## config.mk

```make
export PLATFORM = sky130hd
export DESIGN_NAME = record_tlv_stream_parser
export DESIGN_NICKNAME = d
export VERILOG_FILES = /design/src/sv/tlvp_pkg.sv /design/src/sv/record_tlv_stream_parser.sv /design/src/sv/tlvp_front.sv /design/src/sv/tlvp_back.sv
export SDC_FILE = /design/constraint.sdc
export NUM_CORES = 1
export LEC_CHECK = 0
export ABC_AREA = 1
export BUFFER_PORTS_ARGS = -buffer_cell sky130_fd_sc_hd__buf_2
export CAP_MARGIN = 10
export CORE_MARGIN = 2
export CORE_UTILIZATION = 54
export CTS_CLUSTER_DIAMETER = 100
export DETAILED_ROUTE_END_ITERATION = 6
export GPL_TIMING_DRIVEN = 1
export PLACE_DENSITY = 0.76
export SLEW_MARGIN = 0
export SYNTH_ARGS = -nofsm -noshare
export SYNTH_HDL_FRONTEND = slang
export SYNTH_SLANG_ARGS = --single-unit
```

## constraint.sdc

```tcl
create_clock -name aclk -period 2.81 [get_ports aclk]
set_input_delay 0.562 -clock aclk [delete_from_list [all_inputs] [get_ports aclk]]
set_output_delay 0.562 -clock aclk [all_outputs]
set_load 0.01 [all_outputs]
```

## src/sv/tlvp_pkg.sv

```systemverilog
`default_nettype none

package tlvp_pkg;

    localparam int unsigned QUEUE_DEPTH = 2;
    localparam logic [7:0]  MAX_RECORDS_RESET = 8'd10;

    // parser phases
    localparam logic [2:0] PH_COUNT = 3'd0;
    localparam logic [2:0] PH_INDEX = 3'd1;
    localparam logic [2:0] PH_BLEN  = 3'd2;
    localparam logic [2:0] PH_FID   = 3'd3;
    localparam logic [2:0] PH_FLEN  = 3'd4;
    localparam logic [2:0] PH_FDATA = 3'd5;
    localparam logic [2:0] PH_SKIP  = 3'd6;
    localparam logic [2:0] PH_DONE  = 3'd7;

    // field ids on the wire
    localparam logic [7:0] ID_SURNAME    = 8'h01;
    localparam logic [7:0] ID_NAME       = 8'h02;
    localparam logic [7:0] ID_PATRONYMIC = 8'h03;
    localparam logic [7:0] ID_AGE        = 8'h04;
    localparam logic [7:0] ID_SEX        = 8'h05;
    localparam logic [7:0] ID_USAGE      = 8'h06;

    // field classes, decoded in the front end
    localparam logic [2:0] CLS_OTHER = 3'd0;
    localparam logic [2:0] CLS_TEXT  = 3'd1;
    localparam logic [2:0] CLS_AGE   = 3'd2;
    localparam logic [2:0] CLS_SEX   = 3'd3;
    localparam logic [2:0] CLS_USAGE = 3'd4;

    // event codes
    localparam logic [3:0] EV_NONE    = 4'd0;
    localparam logic [3:0] EV_COUNT   = 4'd1;
    localparam logic [3:0] EV_START   = 4'd2;
    localparam logic [3:0] EV_THDR    = 4'd3;
    localparam logic [3:0] EV_TCHAR   = 4'd4;
    localparam logic [3:0] EV_AGE     = 4'd5;
    localparam logic [3:0] EV_SEX     = 4'd6;
    localparam logic [3:0] EV_USAGE   = 4'd7;
    localparam logic [3:0] EV_SKIPPED = 4'd8;
    localparam logic [3:0] EV_FERR    = 4'd9;
    localparam logic [3:0] EV_TRUNC   = 4'd10;
    localparam logic [3:0] EV_EMPTY   = 4'd11;

    localparam int unsigned BYTE_BITS = 8;

    typedef struct packed {
        logic [7:0] data;
        logic       eoi;
        logic [2:0] fclass;
        logic [1:0] kind;
        logic       zero;
    } q_entry_t;

endpackage

`default_nettype wire

```

## src/sv/record_tlv_stream_parser.sv

```systemverilog
// An accepted input beat goes through the queue and the output register to m_.
// Throughput: one beat per cycle unless m_ready stalls; parser state updates
// once per beat in the back end; a QUEUE_DEPTH-entry queue buffers the input.
// Reset (aresetn low, synchronous): queue emptied, output invalid, parser
// back to expecting the count byte, max_records set to 10.
`default_nettype none

module record_tlv_stream_parser import tlvp_pkg::*; #(
    parameter int unsigned DEPTH = QUEUE_DEPTH
) (
    input  wire logic        aclk,
    input  wire logic        aresetn,
    input  wire logic        cfg_wr_en,
    input  wire logic [7:0]  cfg_wr_data,
    input  wire logic        s_valid,
    output logic             s_ready,
    input  wire logic [7:0]  s_data_byte,
    input  wire logic        s_end_of_input,
    output logic             m_valid,
    input  wire logic        m_ready,
    output logic [3:0]       m_event_res,
    output logic [1:0]       m_field_kind,
    output logic [15:0]      m_value,
    output logic [7:0]       m_record_index,
    output logic [7:0]       m_record_slot,
    output logic             m_record_end,
    output logic             m_parse_done,
    output logic             m_over_limit
);

    logic     q_valid, q_ready;
    q_entry_t q_entry;

    tlvp_front #(
        .DEPTH (DEPTH)
    ) u_front (
        .aclk           (aclk),
        .aresetn        (aresetn),
        .s_valid        (s_valid),
        .s_ready        (s_ready),
        .s_data_byte    (s_data_byte),
        .s_end_of_input (s_end_of_input),
        .q_valid        (q_valid),
        .q_ready        (q_ready),
        .q_entry        (q_entry)
    );

    tlvp_back u_back (
        .aclk           (aclk),
        .aresetn        (aresetn),
        .cfg_wr_en      (cfg_wr_en),
        .cfg_wr_data    (cfg_wr_data),
        .q_valid        (q_valid),
        .q_ready        (q_ready),
        .q_entry        (q_entry),
        .m_valid        (m_valid),
        .m_ready        (m_ready),
        .m_event_res    (m_event_res),
        .m_field_kind   (m_field_kind),
        .m_value        (m_value),
        .m_record_index (m_record_index),
        .m_record_slot  (m_record_slot),
        .m_record_end   (m_record_end),
        .m_parse_done   (m_parse_done),
        .m_over_limit   (m_over_limit)
    );

endmodule

`default_nettype wire

```

## src/sv/tlvp_front.sv

```systemverilog
`default_nettype none

module tlvp_front import tlvp_pkg::*; #(
    parameter int unsigned DEPTH = QUEUE_DEPTH
) (
    input  wire logic       aclk,
    input  wire logic       aresetn,
    input  wire logic       s_valid,
    output logic            s_ready,
    input  wire logic [7:0] s_data_byte,
    input  wire logic       s_end_of_input,
    output logic            q_valid,
    input  wire logic       q_ready,
    output q_entry_t        q_entry
);

    localparam int unsigned PTR_W = (DEPTH > 1) ? $clog2(DEPTH) : 1;
    localparam int unsigned CNT_W = $clog2(DEPTH + 1);

    q_entry_t         entry_reg [DEPTH];
    logic [PTR_W-1:0] wr_ptr_reg, wr_ptr_next;
    logic [PTR_W-1:0] rd_ptr_reg, rd_ptr_next;
    logic [CNT_W-1:0] count_reg, count_next;
    q_entry_t         in_entry;
    logic             push, pop;

    // classify the incoming beat
    always_comb begin
        in_entry        = '0;
        in_entry.data   = s_data_byte;
        in_entry.eoi    = s_end_of_input;
        in_entry.zero   = (s_data_byte == 8'd0);
        in_entry.fclass = CLS_OTHER;
        unique case (s_data_byte)
            ID_SURNAME, ID_NAME, ID_PATRONYMIC: begin
                in_entry.fclass = CLS_TEXT;
                in_entry.kind   = 2'(s_data_byte - ID_SURNAME);
            end
            ID_AGE:   in_entry.fclass = CLS_AGE;
            ID_SEX:   in_entry.fclass = CLS_SEX;
            ID_USAGE: in_entry.fclass = CLS_USAGE;
            default:  in_entry.fclass = CLS_OTHER;
        endcase
    end

    assign s_ready = (count_reg != CNT_W'(DEPTH));
    assign q_valid = (count_reg != '0);
    assign q_entry = entry_reg[rd_ptr_reg];
    assign push    = s_valid && s_ready;
    assign pop     = q_valid && q_ready;

    always_comb begin
        wr_ptr_next = wr_ptr_reg;
        rd_ptr_next = rd_ptr_reg;
        count_next  = count_reg;
        if (push) begin
            wr_ptr_next = (wr_ptr_reg == PTR_W'(DEPTH - 1)) ? '0 : wr_ptr_reg + 1'b1;
        end
        if (pop) begin
            rd_ptr_next = (rd_ptr_reg == PTR_W'(DEPTH - 1)) ? '0 : rd_ptr_reg + 1'b1;
        end
        if (push && !pop) begin
            count_next = count_reg + 1'b1;
        end else if (pop && !push) begin
            count_next = count_reg - 1'b1;
        end
    end

    always_ff @(posedge aclk) begin
        if (!aresetn) begin
            wr_ptr_reg <= '0;
            rd_ptr_reg <= '0;
            count_reg  <= '0;
        end else begin
            wr_ptr_reg <= wr_ptr_next;
            rd_ptr_reg <= rd_ptr_next;
            count_reg  <= count_next;
        end
    end

    always_ff @(posedge aclk) begin
        if (push) begin
            entry_reg[wr_ptr_reg] <= in_entry;
        end
    end

endmodule

`default_nettype wire

```

## src/sv/tlvp_back.sv

```systemverilog
`default_nettype none

module tlvp_back import tlvp_pkg::*; (
    input  wire logic        aclk,
    input  wire logic        aresetn,
    input  wire logic        cfg_wr_en,
    input  wire logic [7:0]  cfg_wr_data,
    input  wire logic        q_valid,
    output logic             q_ready,
    input  wire q_entry_t    q_entry,
    output logic             m_valid,
    input  wire logic        m_ready,
    output logic [3:0]       m_event_res,
    output logic [1:0]       m_field_kind,
    output logic [15:0]      m_value,
    output logic [7:0]       m_record_index,
    output logic [7:0]       m_record_slot,
    output logic             m_record_end,
    output logic             m_parse_done,
    output logic             m_over_limit
);

    logic [7:0] max_rec_reg;
    logic [2:0] phase_reg,     phase_next;
    logic [7:0] rec_exp_reg,   rec_exp_next;
    logic [7:0] rec_read_reg,  rec_read_next;
    logic [7:0] blk_rem_reg,   blk_rem_next;
    logic [7:0] cur_idx_reg,   cur_idx_next;
    logic [2:0] fclass_reg,    fclass_next;
    logic [1:0] fkind_reg,     fkind_next;
    logic [7:0] frem_reg,      frem_next;
    logic [1:0] foff_reg,      foff_next;
    logic [7:0] usage_low_reg, usage_low_next;

    logic       out_valid_reg;
    logic [3:0] ev_reg;
    logic [1:0] kind_reg;
    logic [15:0] val_reg;
    logic [7:0] idx_reg, slot_reg;
    logic       rend_reg, done_reg, over_reg;

    logic [3:0]  ev;
    logic [1:0]  kind;
    logic [15:0] val;
    logic [7:0]  slot;
    logic        rend, over;
    logic [7:0]  b, blk_dec, frem_dec, rr_inc;
    logic        last, close;
    logic [2:0]  close_phase;
    logic        pop;

    assign pop     = q_valid && (!out_valid_reg || m_ready);
    assign q_ready = !out_valid_reg || m_ready;

    assign b        = q_entry.data;
    assign blk_dec  = (blk_rem_reg == 8'd0) ? 8'd0 : blk_rem_reg - 8'd1;
    assign last     = (blk_dec == 8'd0);
    assign frem_dec = (frem_reg == 8'd0) ? 8'd0 : frem_reg - 8'd1;
    assign rr_inc   = rec_read_reg + 8'd1;
    assign close_phase = (rr_inc >= rec_exp_reg || rr_inc >= max_rec_reg) ? PH_DONE : PH_INDEX;

    always_comb begin
        phase_next     = phase_reg;
        rec_exp_next   = rec_exp_reg;
        rec_read_next  = rec_read_reg;
        blk_rem_next   = blk_rem_reg;
        cur_idx_next   = cur_idx_reg;
        fclass_next    = fclass_reg;
        fkind_next     = fkind_reg;
        frem_next      = frem_reg;
        foff_next      = foff_reg;
        usage_low_next = usage_low_reg;
        ev    = EV_NONE;
        kind  = 2'd0;
        val   = 16'd0;
        slot  = rec_read_reg;
        over  = 1'b0;
        close = 1'b0;

        if (phase_reg == PH_DONE) begin
            phase_next = PH_DONE;
        end else if (q_entry.eoi) begin
            ev         = (phase_reg == PH_COUNT) ? EV_EMPTY : EV_TRUNC;
            phase_next = PH_DONE;
        end else begin
            unique case (phase_reg)
                PH_COUNT: begin
                    ev            = EV_COUNT;
                    val           = {8'd0, b};
                    over          = (b > max_rec_reg);
                    rec_exp_next  = b;
                    rec_read_next = 8'd0;
                    slot          = 8'd0;
                    phase_next    = (q_entry.zero || max_rec_reg == 8'd0) ? PH_DONE : PH_INDEX;
                end
                PH_INDEX: begin
                    cur_idx_next = b;
                    phase_next   = PH_BLEN;
                end
                PH_BLEN: begin
                    ev           = EV_START;
                    val          = {8'd0, b};
                    blk_rem_next = b;
                    if (q_entry.zero) begin
                        close = 1'b1;
                    end else begin
                        phase_next = PH_FID;
                    end
                end
                PH_FID: begin
                    blk_rem_next = blk_dec;
                    fclass_next  = q_entry.fclass;
                    fkind_next   = q_entry.kind;
                    if (last) begin
                        ev    = EV_FERR;
                        val   = {8'd0, b};
                        close = 1'b1;
                    end else begin
                        phase_next = PH_FLEN;
                    end
                end
                PH_FLEN: begin
                    blk_rem_next = blk_dec;
                    if (b > blk_dec) begin
                        ev  = EV_FERR;
                        val = {8'd0, b};
                        if (last) begin
                            close = 1'b1;
                        end else begin
                            phase_next = PH_SKIP;
                        end
                    end else begin
                        frem_next = b;
                        foff_next = 2'd0;
                        if (fclass_reg == CLS_TEXT) begin
                            ev   = EV_THDR;
                            kind = fkind_reg;
                            val  = {8'd0, b};
                        end
                        if (q_entry.zero) begin
                            if (last) begin
                                close = 1'b1;
                            end else begin
                                phase_next = PH_FID;
                            end
                        end else begin
                            phase_next = PH_FDATA;
                        end
                    end
                end
                PH_FDATA: begin
                    blk_rem_next = blk_dec;
                    if (fclass_reg == CLS_TEXT) begin
                        ev   = EV_TCHAR;
                        kind = fkind_reg;
                        val  = {8'd0, b};
                    end else if (fclass_reg == CLS_AGE && foff_reg == 2'd0) begin
                        ev  = EV_AGE;
                        val = {8'd0, b};
                    end else if (fclass_reg == CLS_SEX && foff_reg == 2'd0) begin
                        ev  = EV_SEX;
                        val = {8'd0, b};
                    end else if (fclass_reg == CLS_USAGE && foff_reg == 2'd0
                                 && frem_reg >= 8'd2) begin
                        usage_low_next = b;
                    end else if (fclass_reg == CLS_USAGE && foff_reg == 2'd1) begin
                        ev  = EV_USAGE;
                        val = {b, usage_low_reg};
                    end else begin
                        ev  = EV_SKIPPED;
                        val = {8'd0, b};
                    end
                    frem_next = frem_dec;
                    // offset only matters as 0, 1 or past that
                    foff_next = (foff_reg == 2'd2) ? 2'd2 : foff_reg + 2'd1;
                    if (last) begin
                        close = 1'b1;
                    end else if (frem_dec == 8'd0) begin
                        phase_next = PH_FID;
                    end
                end
                PH_SKIP: begin
                    blk_rem_next = blk_dec;
                    ev           = EV_SKIPPED;
                    val          = {8'd0, b};
                    if (last) begin
                        close = 1'b1;
                    end
                end
                default: begin
                    phase_next = PH_DONE;
                end
            endcase
        end

        rend = close;
        if (close) begin
            rec_read_next = rr_inc;
            phase_next    = close_phase;
        end
    end

    always_ff @(posedge aclk) begin
        if (!aresetn) begin
            max_rec_reg   <= MAX_RECORDS_RESET;
            phase_reg     <= PH_COUNT;
            rec_exp_reg   <= '0;
            rec_read_reg  <= '0;
            blk_rem_reg   <= '0;
            cur_idx_reg   <= '0;
            fclass_reg    <= CLS_OTHER;
            fkind_reg     <= '0;
            frem_reg      <= '0;
            foff_reg      <= '0;
            usage_low_reg <= '0;
            out_valid_reg <= 1'b0;
        end else begin
            if (cfg_wr_en) begin
                max_rec_reg <= cfg_wr_data;
            end
            if (pop) begin
                phase_reg     <= phase_next;
                rec_exp_reg   <= rec_exp_next;
                rec_read_reg  <= rec_read_next;
                blk_rem_reg   <= blk_rem_next;
                cur_idx_reg   <= cur_idx_next;
                fclass_reg    <= fclass_next;
                fkind_reg     <= fkind_next;
                frem_reg      <= frem_next;
                foff_reg      <= foff_next;
                usage_low_reg <= usage_low_next;
            end
            if (pop) begin
                out_valid_reg <= 1'b1;
            end else if (m_ready) begin
                out_valid_reg <= 1'b0;
            end
        end
    end

    always_ff @(posedge aclk) begin
        if (pop) begin
            ev_reg   <= ev;
            kind_reg <= kind;
            val_reg  <= val;
            idx_reg  <= cur_idx_next;
            slot_reg <= slot;
            rend_reg <= rend;
            done_reg <= (phase_next == PH_DONE);
            over_reg <= over;
        end
    end

    assign m_valid        = out_valid_reg;
    assign m_event_res    = ev_reg;
    assign m_field_kind   = kind_reg;
    assign m_value        = val_reg;
    assign m_record_index = idx_reg;
    assign m_record_slot  = slot_reg;
    assign m_record_end   = rend_reg;
    assign m_parse_done   = done_reg;
    assign m_over_limit   = over_reg;

endmodule

`default_nettype wire

```

==> load_flow_metrics.sql, run 1 <==
INSERT INTO impl_metrics (metric_group, metric, value, unit) VALUES
('routing', 'post-route-drc-count', '0', ''),
('global_route', 'grt_antenna_before_repair', '0', ''),
('global_route', 'vias_in_the_first_global_route', '6194', ''),
('timing', 'number_of_setup_violations_in_the_final_report', '0', ''),
('power', 'netSwitchingPower', '6.01', 'mW'),
('power', 'p_total', '13.2', 'mW'),
('clock_tree', 'cts_num_sinks', '143', ''),
('power', 'power_switching_share', '0.454', ''),
('floorplan', 'dieArea', '15200', 'sq um'),
('clock_tree', 'cts_tree', 'yes', ''),
('worst_setup_path', 'path_class', 'reg -> reg', ''),
('synthesis', 'yosysSeqAreaShare', '0.466', ''),
('placement', 'gp_congestion', '0.963', ''),
('layout', 'fillCellCount', '1101', ''),
('worst_setup_path', 'worst-r2r-cell-count', '22', ''),
('routing', 'average_wire_per_standard_cell', '16.2', 'microns'),
('timing', 'timing.clock.skew', '0.0102', 'ns'),
('power', 'cellPowerDensity', '1400', 'nW/um^2'),
('power', 'sequentialPowerShare', '0.249', ''),
('timing', 'post-route-worst-setup-slack', '0.0737', 'ns'),
('clock_tree', 'worst_skew_pair_later_pin_latency', '0.43', 'ns'),
('floorplan', 'placeableCoreArea', '13900', 'sq um'),
('layout', 'final_nets', '1089', ''),
('synthesis', 'post_synth.cell_area_avg', '8.38', 'sq um'),
('min_path', 'end_point_of_the_worst_hold_path', 'u_front.entry_reg[0][11]', ''),
('status', 'run_status', 'complete, no violations', ''),
('worst_setup_path', 'cp_data_arrival_time', '2.93', 'ns'),
('clock_tree', 'cts_hold_repair.buffers', '0', ''),
('min_path', 'hold_class', 'in -> reg', ''),
('worst_setup_path', 'start_kind', 'flop', ''),
('worst_setup_path', 'worstSetupEndpointType', 'flop', ''),
('timing', 'tightest_slew', '0.847', 'ns'),
('clock_tree', 'root_buffer', 'sky130_fd_sc_hd__clkbuf_16', ''),
('timing', 'maxClockFrequency', '0.365', 'GHz'),
('synthesis', 'synth.lib_cells_used.distinct', '51', ''),
('placement', 'io_buf_count', '64', ''),
('routing', 'drt.antenna.violating_nets', '0', ''),
('placement', 'pre_cts_slack', '-0.126', 'ns'),
('clock_tree', 'ctsHtreeMaxLevel', '4', ''),
('timing', 'grt_setup_unrepaired', 'yes', ''),
('layout', 'layout-drive-gt1-share', '0.269', ''),
('layout', 'design_area', '9420', 'sq um'),
('placement', 'placed_area', '8440', 'sq um'),
('worst_setup_path', 'path_max_fanout', '8', ''),
('power', 'comb_power_share', '0.578', ''),
('floorplan', 'die-width', '123', 'microns'),
('synthesis', 'synth_cells', '914', ''),
('global_route', 'grt_pass1_wl', '30800', 'microns'),
('timing', 'finalHoldViolations', '0', ''),
('global_route', 'grt.total_usage', '0.267', ''),
('placement', 'detailed_place_hpwl', '13400', 'microns'),
('timing', 'final.min_clock_period', '2.74', 'ns'),
('power', 'cellLeakagePower', '4.12', 'nW'),
('timing', 'timing.final.crit_share', '0.974', ''),
('synthesis', 'post_synth_instance_area', '7660', 'sq um'),
('worst_setup_path', 'rr_endpoint', 'u_back.m_value[2]', ''),
('routing', 'dr.first_iter.drc_count', '600', ''),
('run', 'drv.max_cap_violation_count', '0', ''),
('synthesis', 'synth_seq_cells', '143', ''),
('floorplan', 'die_ht', '123', 'microns'),
('worst_setup_path', 'r2r_start', 'u_back.blk_rem_reg[0]', ''),
('layout', 'area_growth_syn_to_layout', '22.9', '%'),
('floorplan', 'start_util', '0.552', ''),
('min_path', 'min_path_cells', '1', ''),
('clock_tree', 'cts_max_path_buffers', '2', ''),
('routing', 'route.detailed.vias_per_inst', '5.57', ''),
('power', 'pwr-share-clk', '0.173', ''),
('routing', 'sum_of_routed_wire_length_over_all_layers', '19700', 'microns'),
('timing', 'hold_slack', '0.335', 'ns'),
('timing', 'slew_headroom', '0.435', ''),
('floorplan', 'top_level_ports', '65', '');
area by class of cell:
cell class	count	area, sq um	area share
clock inverter	14	164	0.0174
timing repair buffer	113	719	0.0764
inverter	137	519	0.0551
sequential	143	3580	0.380
clock buffer	18	429	0.0456
tap	180	225	0.0239
multi-input combinational	611	3780	0.401
worst max-delay path by stage:
stage                          startpoint                     to  cells after the start
finish              u_back.blk_rem_reg[0]      u_back.m_value[2]                     22
global route        u_back.blk_rem_reg[0]    u_back.m_parse_done                     26
CTS                 u_back.blk_rem_reg[0]    u_back.m_parse_done                     26
detailed placement  u_back.blk_rem_reg[0]    u_back.m_parse_done                     23
global placement    u_back.blk_rem_reg[0]  u_back.m_event_res[3]                     22
floorplan                            flop    u_back.m_parse_done                     22
cell usage in the layout (no fill, tap or decap), types with 12 or more instances in the layout:
| cell type | instances |
|---|---|
| sky130_fd_sc_hd__o21ai_0 | 71 |
| sky130_fd_sc_hd__inv_2 | 26 |
| sky130_fd_sc_hd__a21oi_1 | 78 |
| sky130_fd_sc_hd__nor2_1 | 90 |
| sky130_fd_sc_hd__clkbuf_16 | 17 |
| sky130_fd_sc_hd__buf_2 | 64 |
| sky130_fd_sc_hd__dfxtp_1 | 67 |
| sky130_fd_sc_hd__a211oi_1 | 12 |
| sky130_fd_sc_hd__nand2_2 | 15 |
| sky130_fd_sc_hd__o21ai_2 | 12 |
| sky130_fd_sc_hd__ha_1 | 39 |
| sky130_fd_sc_hd__buf_4 | 43 |
| sky130_fd_sc_hd__nand2_1 | 126 |
| sky130_fd_sc_hd__nand3_1 | 27 |
| sky130_fd_sc_hd__inv_1 | 108 |
| sky130_fd_sc_hd__edfxtp_1 | 71 |
| sky130_fd_sc_hd__nor2_2 | 13 |
logic make-up (layout without fill, tap and decap cells):
logic type	after synthesis	after routing	synth area share
fa+ha+maj	44	44	0.0719
buf+inv	161	282	0.0835
flops	143	143	0.466
xor+xnor	7	7	0.00800
simple gates	338	339	0.206
compound gates	221	221	0.164
worst max-delay path: stages (launching register included):
cell                      delay [ns]
sky130_fd_sc_hd__dfxtp_2        0.32
sky130_fd_sc_hd__inv_2          0.07
sky130_fd_sc_hd__ha_4           0.15
sky130_fd_sc_hd__nand2_4        0.06
sky130_fd_sc_hd__nor2_2         0.09
sky130_fd_sc_hd__nand2_2        0.08
sky130_fd_sc_hd__inv_2          0.10
sky130_fd_sc_hd__a21oi_2        0.04
sky130_fd_sc_hd__o21ai_2        0.08
sky130_fd_sc_hd__ha_4           0.23
sky130_fd_sc_hd__a21oi_2        0.14
sky130_fd_sc_hd__nand2_1        0.07
sky130_fd_sc_hd__nand2_1        0.06
sky130_fd_sc_hd__nand2_1        0.06
sky130_fd_sc_hd__nand2_2        0.12
sky130_fd_sc_hd__nor2_4         0.06
sky130_fd_sc_hd__nor2_2         0.11
sky130_fd_sc_hd__nand2_2        0.08
sky130_fd_sc_hd__nor3_4         0.17
sky130_fd_sc_hd__buf_6          0.16
sky130_fd_sc_hd__o22ai_1        0.08
sky130_fd_sc_hd__nand2_1        0.09
sky130_fd_sc_hd__inv_1          0.04
metrics by stage:
step / cells / TNS (ns)
after floorplan: 914 / 0
after global placement: 1177 / -0.0120
after detailed placement: 1177 / -1.27
after CTS: 1211 / 0
after global routing: 1216 / -2.39
final: 1216 / 0
synthesized netlist by cell type (all sizes together):
cell,count,area share
o22ai,7,0.0057
o21bai,1,0.00098
o41ai,1,0.0011
edfxtp,71,0.28
or2,7,0.0057
nor4,3,0.0025
a31oi,8,0.0065
buf,13,0.010
ha,44,0.072
a21oi,85,0.056
a221oi,2,0.0023
nand3b,2,0.0020
nand2,150,0.082
a21o,1,0.00098
nor2,112,0.064
nor3,15,0.014
a211oi,16,0.018
and3,2,0.0016
o211ai,5,0.0049
xor2,6,0.0069
o21ai,90,0.061
xnor2,1,0.0011
o311ai,1,0.0011
clkinv,1,0.00049
nand4,10,0.0090
dfxtp,72,0.19
nand3,37,0.025
o2111ai,2,0.0023
clkbuf,11,0.0054
o221a,2,0.0029
inv,136,0.067
power groups by stage:
stage               Sequential, mW  Clock (mW)  Combinational [mW]
CTS                           3.28        2.29                6.63
global route                  3.35        2.39                8.42
detailed placement            3.31           0                6.40
finish                        3.30        2.28                7.64
global placement              3.30           0                6.30
floorplan                     3.41           0                4.24
metal layers:
layer,wire length (microns),global-route usage
met5,0,0
met4,535,0.116
met3,1370,0.0526
met2,9260,0.414
met1,8580,0.364
what timing repair did:
item	4_1_cts	5_1_grt
resized for setup	10	77
setup buffers	2	4
hold endpoints to repair	0	0
setup endpoints to repair	26	39
pin swaps	2	31
cloned	0	1
Power figures use the tool's default switching activity.
==> inputs of run 2 (changes only) <==
PLACE_DENSITY = unset   (was 0.76)
PLACE_DENSITY_LB_ADDON = 0.1   (was unset)
==> load_flow_metrics.sql, run 2 (same netlist as run 1, synthesis figures left out) <==
INSERT INTO impl_metrics (metric_group, metric, value, unit) VALUES
('global_route', 'grt.total_usage', '0.257', ''),
('status', 'run_status', 'complete, no violations', ''),
('power', 'power_switching_share', '0.449', ''),
('floorplan', 'die-width', '123', 'microns'),
('floorplan', 'top_level_ports', '65', ''),
('power', 'irDropWorstVdd', '0.00155', 'V'),
('layout', 'antenna_cells_inserted', '0', ''),
('timing', 'slew_headroom', '0.453', ''),
('routing', 'route.detailed.vias_per_inst', '5.43', ''),
('worst_setup_path', 'path_max_fanout', '4', ''),
('global_route', 'grt_antenna_before_repair', '0', ''),
('floorplan', 'rows', '43', ''),
('worst_setup_path', 'critical_path.top_delay_family', 'simple AND/OR/NAND/NOR gates', ''),
('power', 'pwr-share-clk', '0.187', ''),
('placement', 'detailed_place_hpwl', '13300', 'microns'),
('worst_setup_path', 'path_class', 'reg -> reg', ''),
('layout', 'final_cell_mix', 'sky130_fd_sc_hd__nand2_1 (132), sky130_fd_sc_hd__inv_1 (113), sky130_fd_sc_hd__nor2_1 (95)', ''),
('routing', 'dr.first_iter.drc_count', '432', ''),
('clock_tree', 'cts_tree', 'yes', ''),
('timing', 'maxSlewViolCount', '0', ''),
('timing', 'timing.clock.skew', '0.00775', 'ns'),
('clock_tree', 'ctsHtreeMaxLevel', '4', ''),
('layout', 'fin_util', '0.668', ''),
('worst_setup_path', 'path_cells', 'buf_4 -> nor2_4 -> nand2_2 -> o21ai_2 -> nand2_2 -> ha_4 -> nand2_1 -> nor2_2 -> nand4_1 -> nand2_2 -> nand2_1 -> nand2_2 -> buf_4 -> buf_4 -> inv_1 -> o21ai_0 -> nand3b_1 -> a21oi_2 -> nor2_1', ''),
('timing', 'sum_of_negative_setup_slack', '0', 'ns'),
('global_route', 'met2_usage', '0.429', ''),
('floorplan', 'placeableCoreArea', '13900', 'sq um'),
('clock_tree', 'cts_hold_repair.buffers', '0', ''),
('power', 'comb_power_share', '0.552', ''),
('global_route', 'grtUsageMet1', '0.336', ''),
('layout', 'layout-drive-gt1-share', '0.241', ''),
('worst_setup_path', 'cp_slowest_cell', 'sky130_fd_sc_hd__dfxtp_2', ''),
('floorplan', 'start_util', '0.552', ''),
('layout', 'fillCellCount', '1155', ''),
('clock_tree', 'cts_max_path_buffers', '2', ''),
('worst_setup_path', 'critical-path-max-stage-delay', '0.32', 'ns'),
('clock_tree', 'worst_skew_pair_later_pin_latency', '0.42', 'ns'),
('clock_tree', 'cts_num_sinks', '143', ''),
('worst_setup_path', 'start_kind', 'flop', ''),
('global_route', 'grt_pass1_wl', '29700', 'microns'),
('timing', 'number_of_setup_violations_in_the_final_report', '0', ''),
('worst_setup_path', 'worstSetupEndpointType', 'flop', ''),
('timing', 'finalHoldViolations', '0', ''),
('global_route', 'grt.overflow.total', '0', ''),
('clock_tree', 'cts-buffers-inserted', '17', ''),
('global_route', 'grt_max_degree', '66', ''),
('worst_setup_path', 'timing.critical_path.required', '2.99', 'ns'),
('layout', 'largest_reg_flops', '30', ''),
('power', 'cellLeakagePower', '4.10', 'nW'),
('routing', 'routed-via-count', '6588', ''),
('floorplan', 'dieArea', '15200', 'sq um'),
('routing', 'drt_pre_antenna_iters', '5', ''),
('placement', 'placed_area', '8410', 'sq um'),
('power', 'cellPowerDensity', '1360', 'nW/um^2'),
('layout', 'area_growth_syn_to_layout', '21.0', '%'),
('power', 'netSwitchingPower', '5.67', 'mW'),
('floorplan', 'die_ht', '123', 'microns'),
('layout', 'final_nets', '1087', ''),
('power', 'sequentialPowerShare', '0.261', ''),
('layout', 'design_area', '9270', 'sq um'),
('global_route', 'grtUsageMet3', '0.0604', ''),
('power', 'p_total', '12.6', 'mW'),
('routing', 'drt.antenna.violating_nets', '0', ''),
('timing', 'hold_slack', '0.327', 'ns'),
('layout', 'register_area', '3580', 'sq um'),
('timing', 'timing.final.crit_share', '0.996', ''),
('clock_tree', 'clk_transition_reported_paths', '0.06', 'ns'),
('layout', 'multi_input_comb_area', '3650', 'sq um'),
('worst_setup_path', 'critical-path-top-cell-by-count', 'sky130_fd_sc_hd__nand2_2', ''),
('global_route', 'vias_in_the_first_global_route', '5951', ''),
('min_path', 'hold_class', 'in -> reg', ''),
('routing', 'sum_of_routed_wire_length_over_all_layers', '19200', 'microns'),
('global_route', 'grt.busiest_layer', 'met2', ''),
('run', 'drv.max_cap_violation_count', '0', ''),
('timing', 'final.min_clock_period', '2.80', 'ns'),
('placement', 'io_buf_count', '64', ''),
('worst_setup_path', 'worst-path-buf-inv', '4', ''),
('clock_tree', 'root_buffer', 'sky130_fd_sc_hd__clkbuf_16', ''),
('worst_setup_path', 'cp_data_arrival_time', '2.98', 'ns'),
('placement', 'gp_congestion', '0.953', ''),
('routing', 'post-route-drc-count', '0', ''),
('timing', 'grt_setup_unrepaired', 'yes', ''),
('layout', 'layout_commonest_cell', 'sky130_fd_sc_hd__nand2_1', ''),
('timing', 'maxClockFrequency', '0.357', 'GHz'),
('power', 'cell_internal_pwr', '6.96', 'mW'),
('routing', 'average_wire_per_standard_cell', '15.8', 'microns'),
('timing', 'tightest_slew', '0.820', 'ns');
## run 2: changes by cell type in the layout (fill, tap and decap cells not counted), moves of 3 or more
| cell | change |
|---|---|
| sky130_fd_sc_hd__ha_4 | -3 |
| sky130_fd_sc_hd__nor2_2 | -5 |
| sky130_fd_sc_hd__nand3_1 | +7 |
| sky130_fd_sc_hd__inv_2 | -6 |
| sky130_fd_sc_hd__nand2_2 | -5 |
| sky130_fd_sc_hd__nand2_1 | +6 |
| sky130_fd_sc_hd__nand3_2 | -5 |
| sky130_fd_sc_hd__clkinv_2 | -3 |
| sky130_fd_sc_hd__nor2_1 | +5 |
| sky130_fd_sc_hd__inv_1 | +5 |
| sky130_fd_sc_hd__ha_1 | +3 |
| sky130_fd_sc_hd__buf_6 | -3 |
## run 2: worst register-to-register path: cells and delay by family, from the launching register on
family	cells	cell delay [ns]
and+or+nand+nor	11	1.21
AOI/OAI and AO/OA	3	0.39
DFF	1	0.32
buffers and inverters	4	0.36
adders and majority gates	1	0.28
## run 2: area by class of cell
type | instances | share of cell area
tap | 180 | 0.0243
sequential | 143 | 0.386
multi-input combinational | 611 | 0.393
timing repair buffer | 111 | 0.0734
clock buffer | 18 | 0.0474
clock inverter | 14 | 0.0192
inverter | 137 | 0.0563
## run 2: what timing repair did
action                     4_1_cts  5_1_grt
gates cloned                     0        1
hold endpoints to repair         0        0
pin swaps                        6       14
buffers inserted                 2        5
setup endpoints to repair       19       33
gates resized for setup         10       44
## run 2: path summary, 6_finish.rpt
check                                      startpoint                 endpoint  slack, ns  cells after the start
worst min register to register     u_front.rd_ptr_reg                     flop       0.44                      1
worst max register to register  u_back.blk_rem_reg[1]      u_back.m_parse_done       0.01                     19
worst max-delay path            u_back.blk_rem_reg[1]      u_back.m_parse_done       0.01                     19
worst min-delay path                   s_end_of_input  u_front.entry_reg[0][6]       0.33                      1
## run 2: layer usage
layer / part of all wire / vias to the layer above
li1: - / 3311
met1: 0.45 / 3086
met2: 0.48 / 168
met3: 0.049 / 23
met4: 0.018 / 0
met5: 0 / -
## run 2: metrics by stage
step / cells / setup slack (ns)
global placement: 1174 / 0.0386
CTS: 1208 / 0.00218
detailed placement: 1174 / -0.0459
global route: 1214 / -0.179
finish: 1214 / 0.0107
floorplan: 914 / 0.0208
## run 2: power groups by stage
stage | clock (mW) | combinational [mW] | sequential (mW)
5_1_grt | 2.48 | 7.78 | 3.34
3_5_place_dp | 0 | 6.29 | 3.31
4_1_cts | 2.39 | 6.41 | 3.28
2_1_floorplan | 0 | 4.24 | 3.41
3_3_place_gp | 0 | 6.21 | 3.31
6_report | 2.36 | 6.98 | 3.29
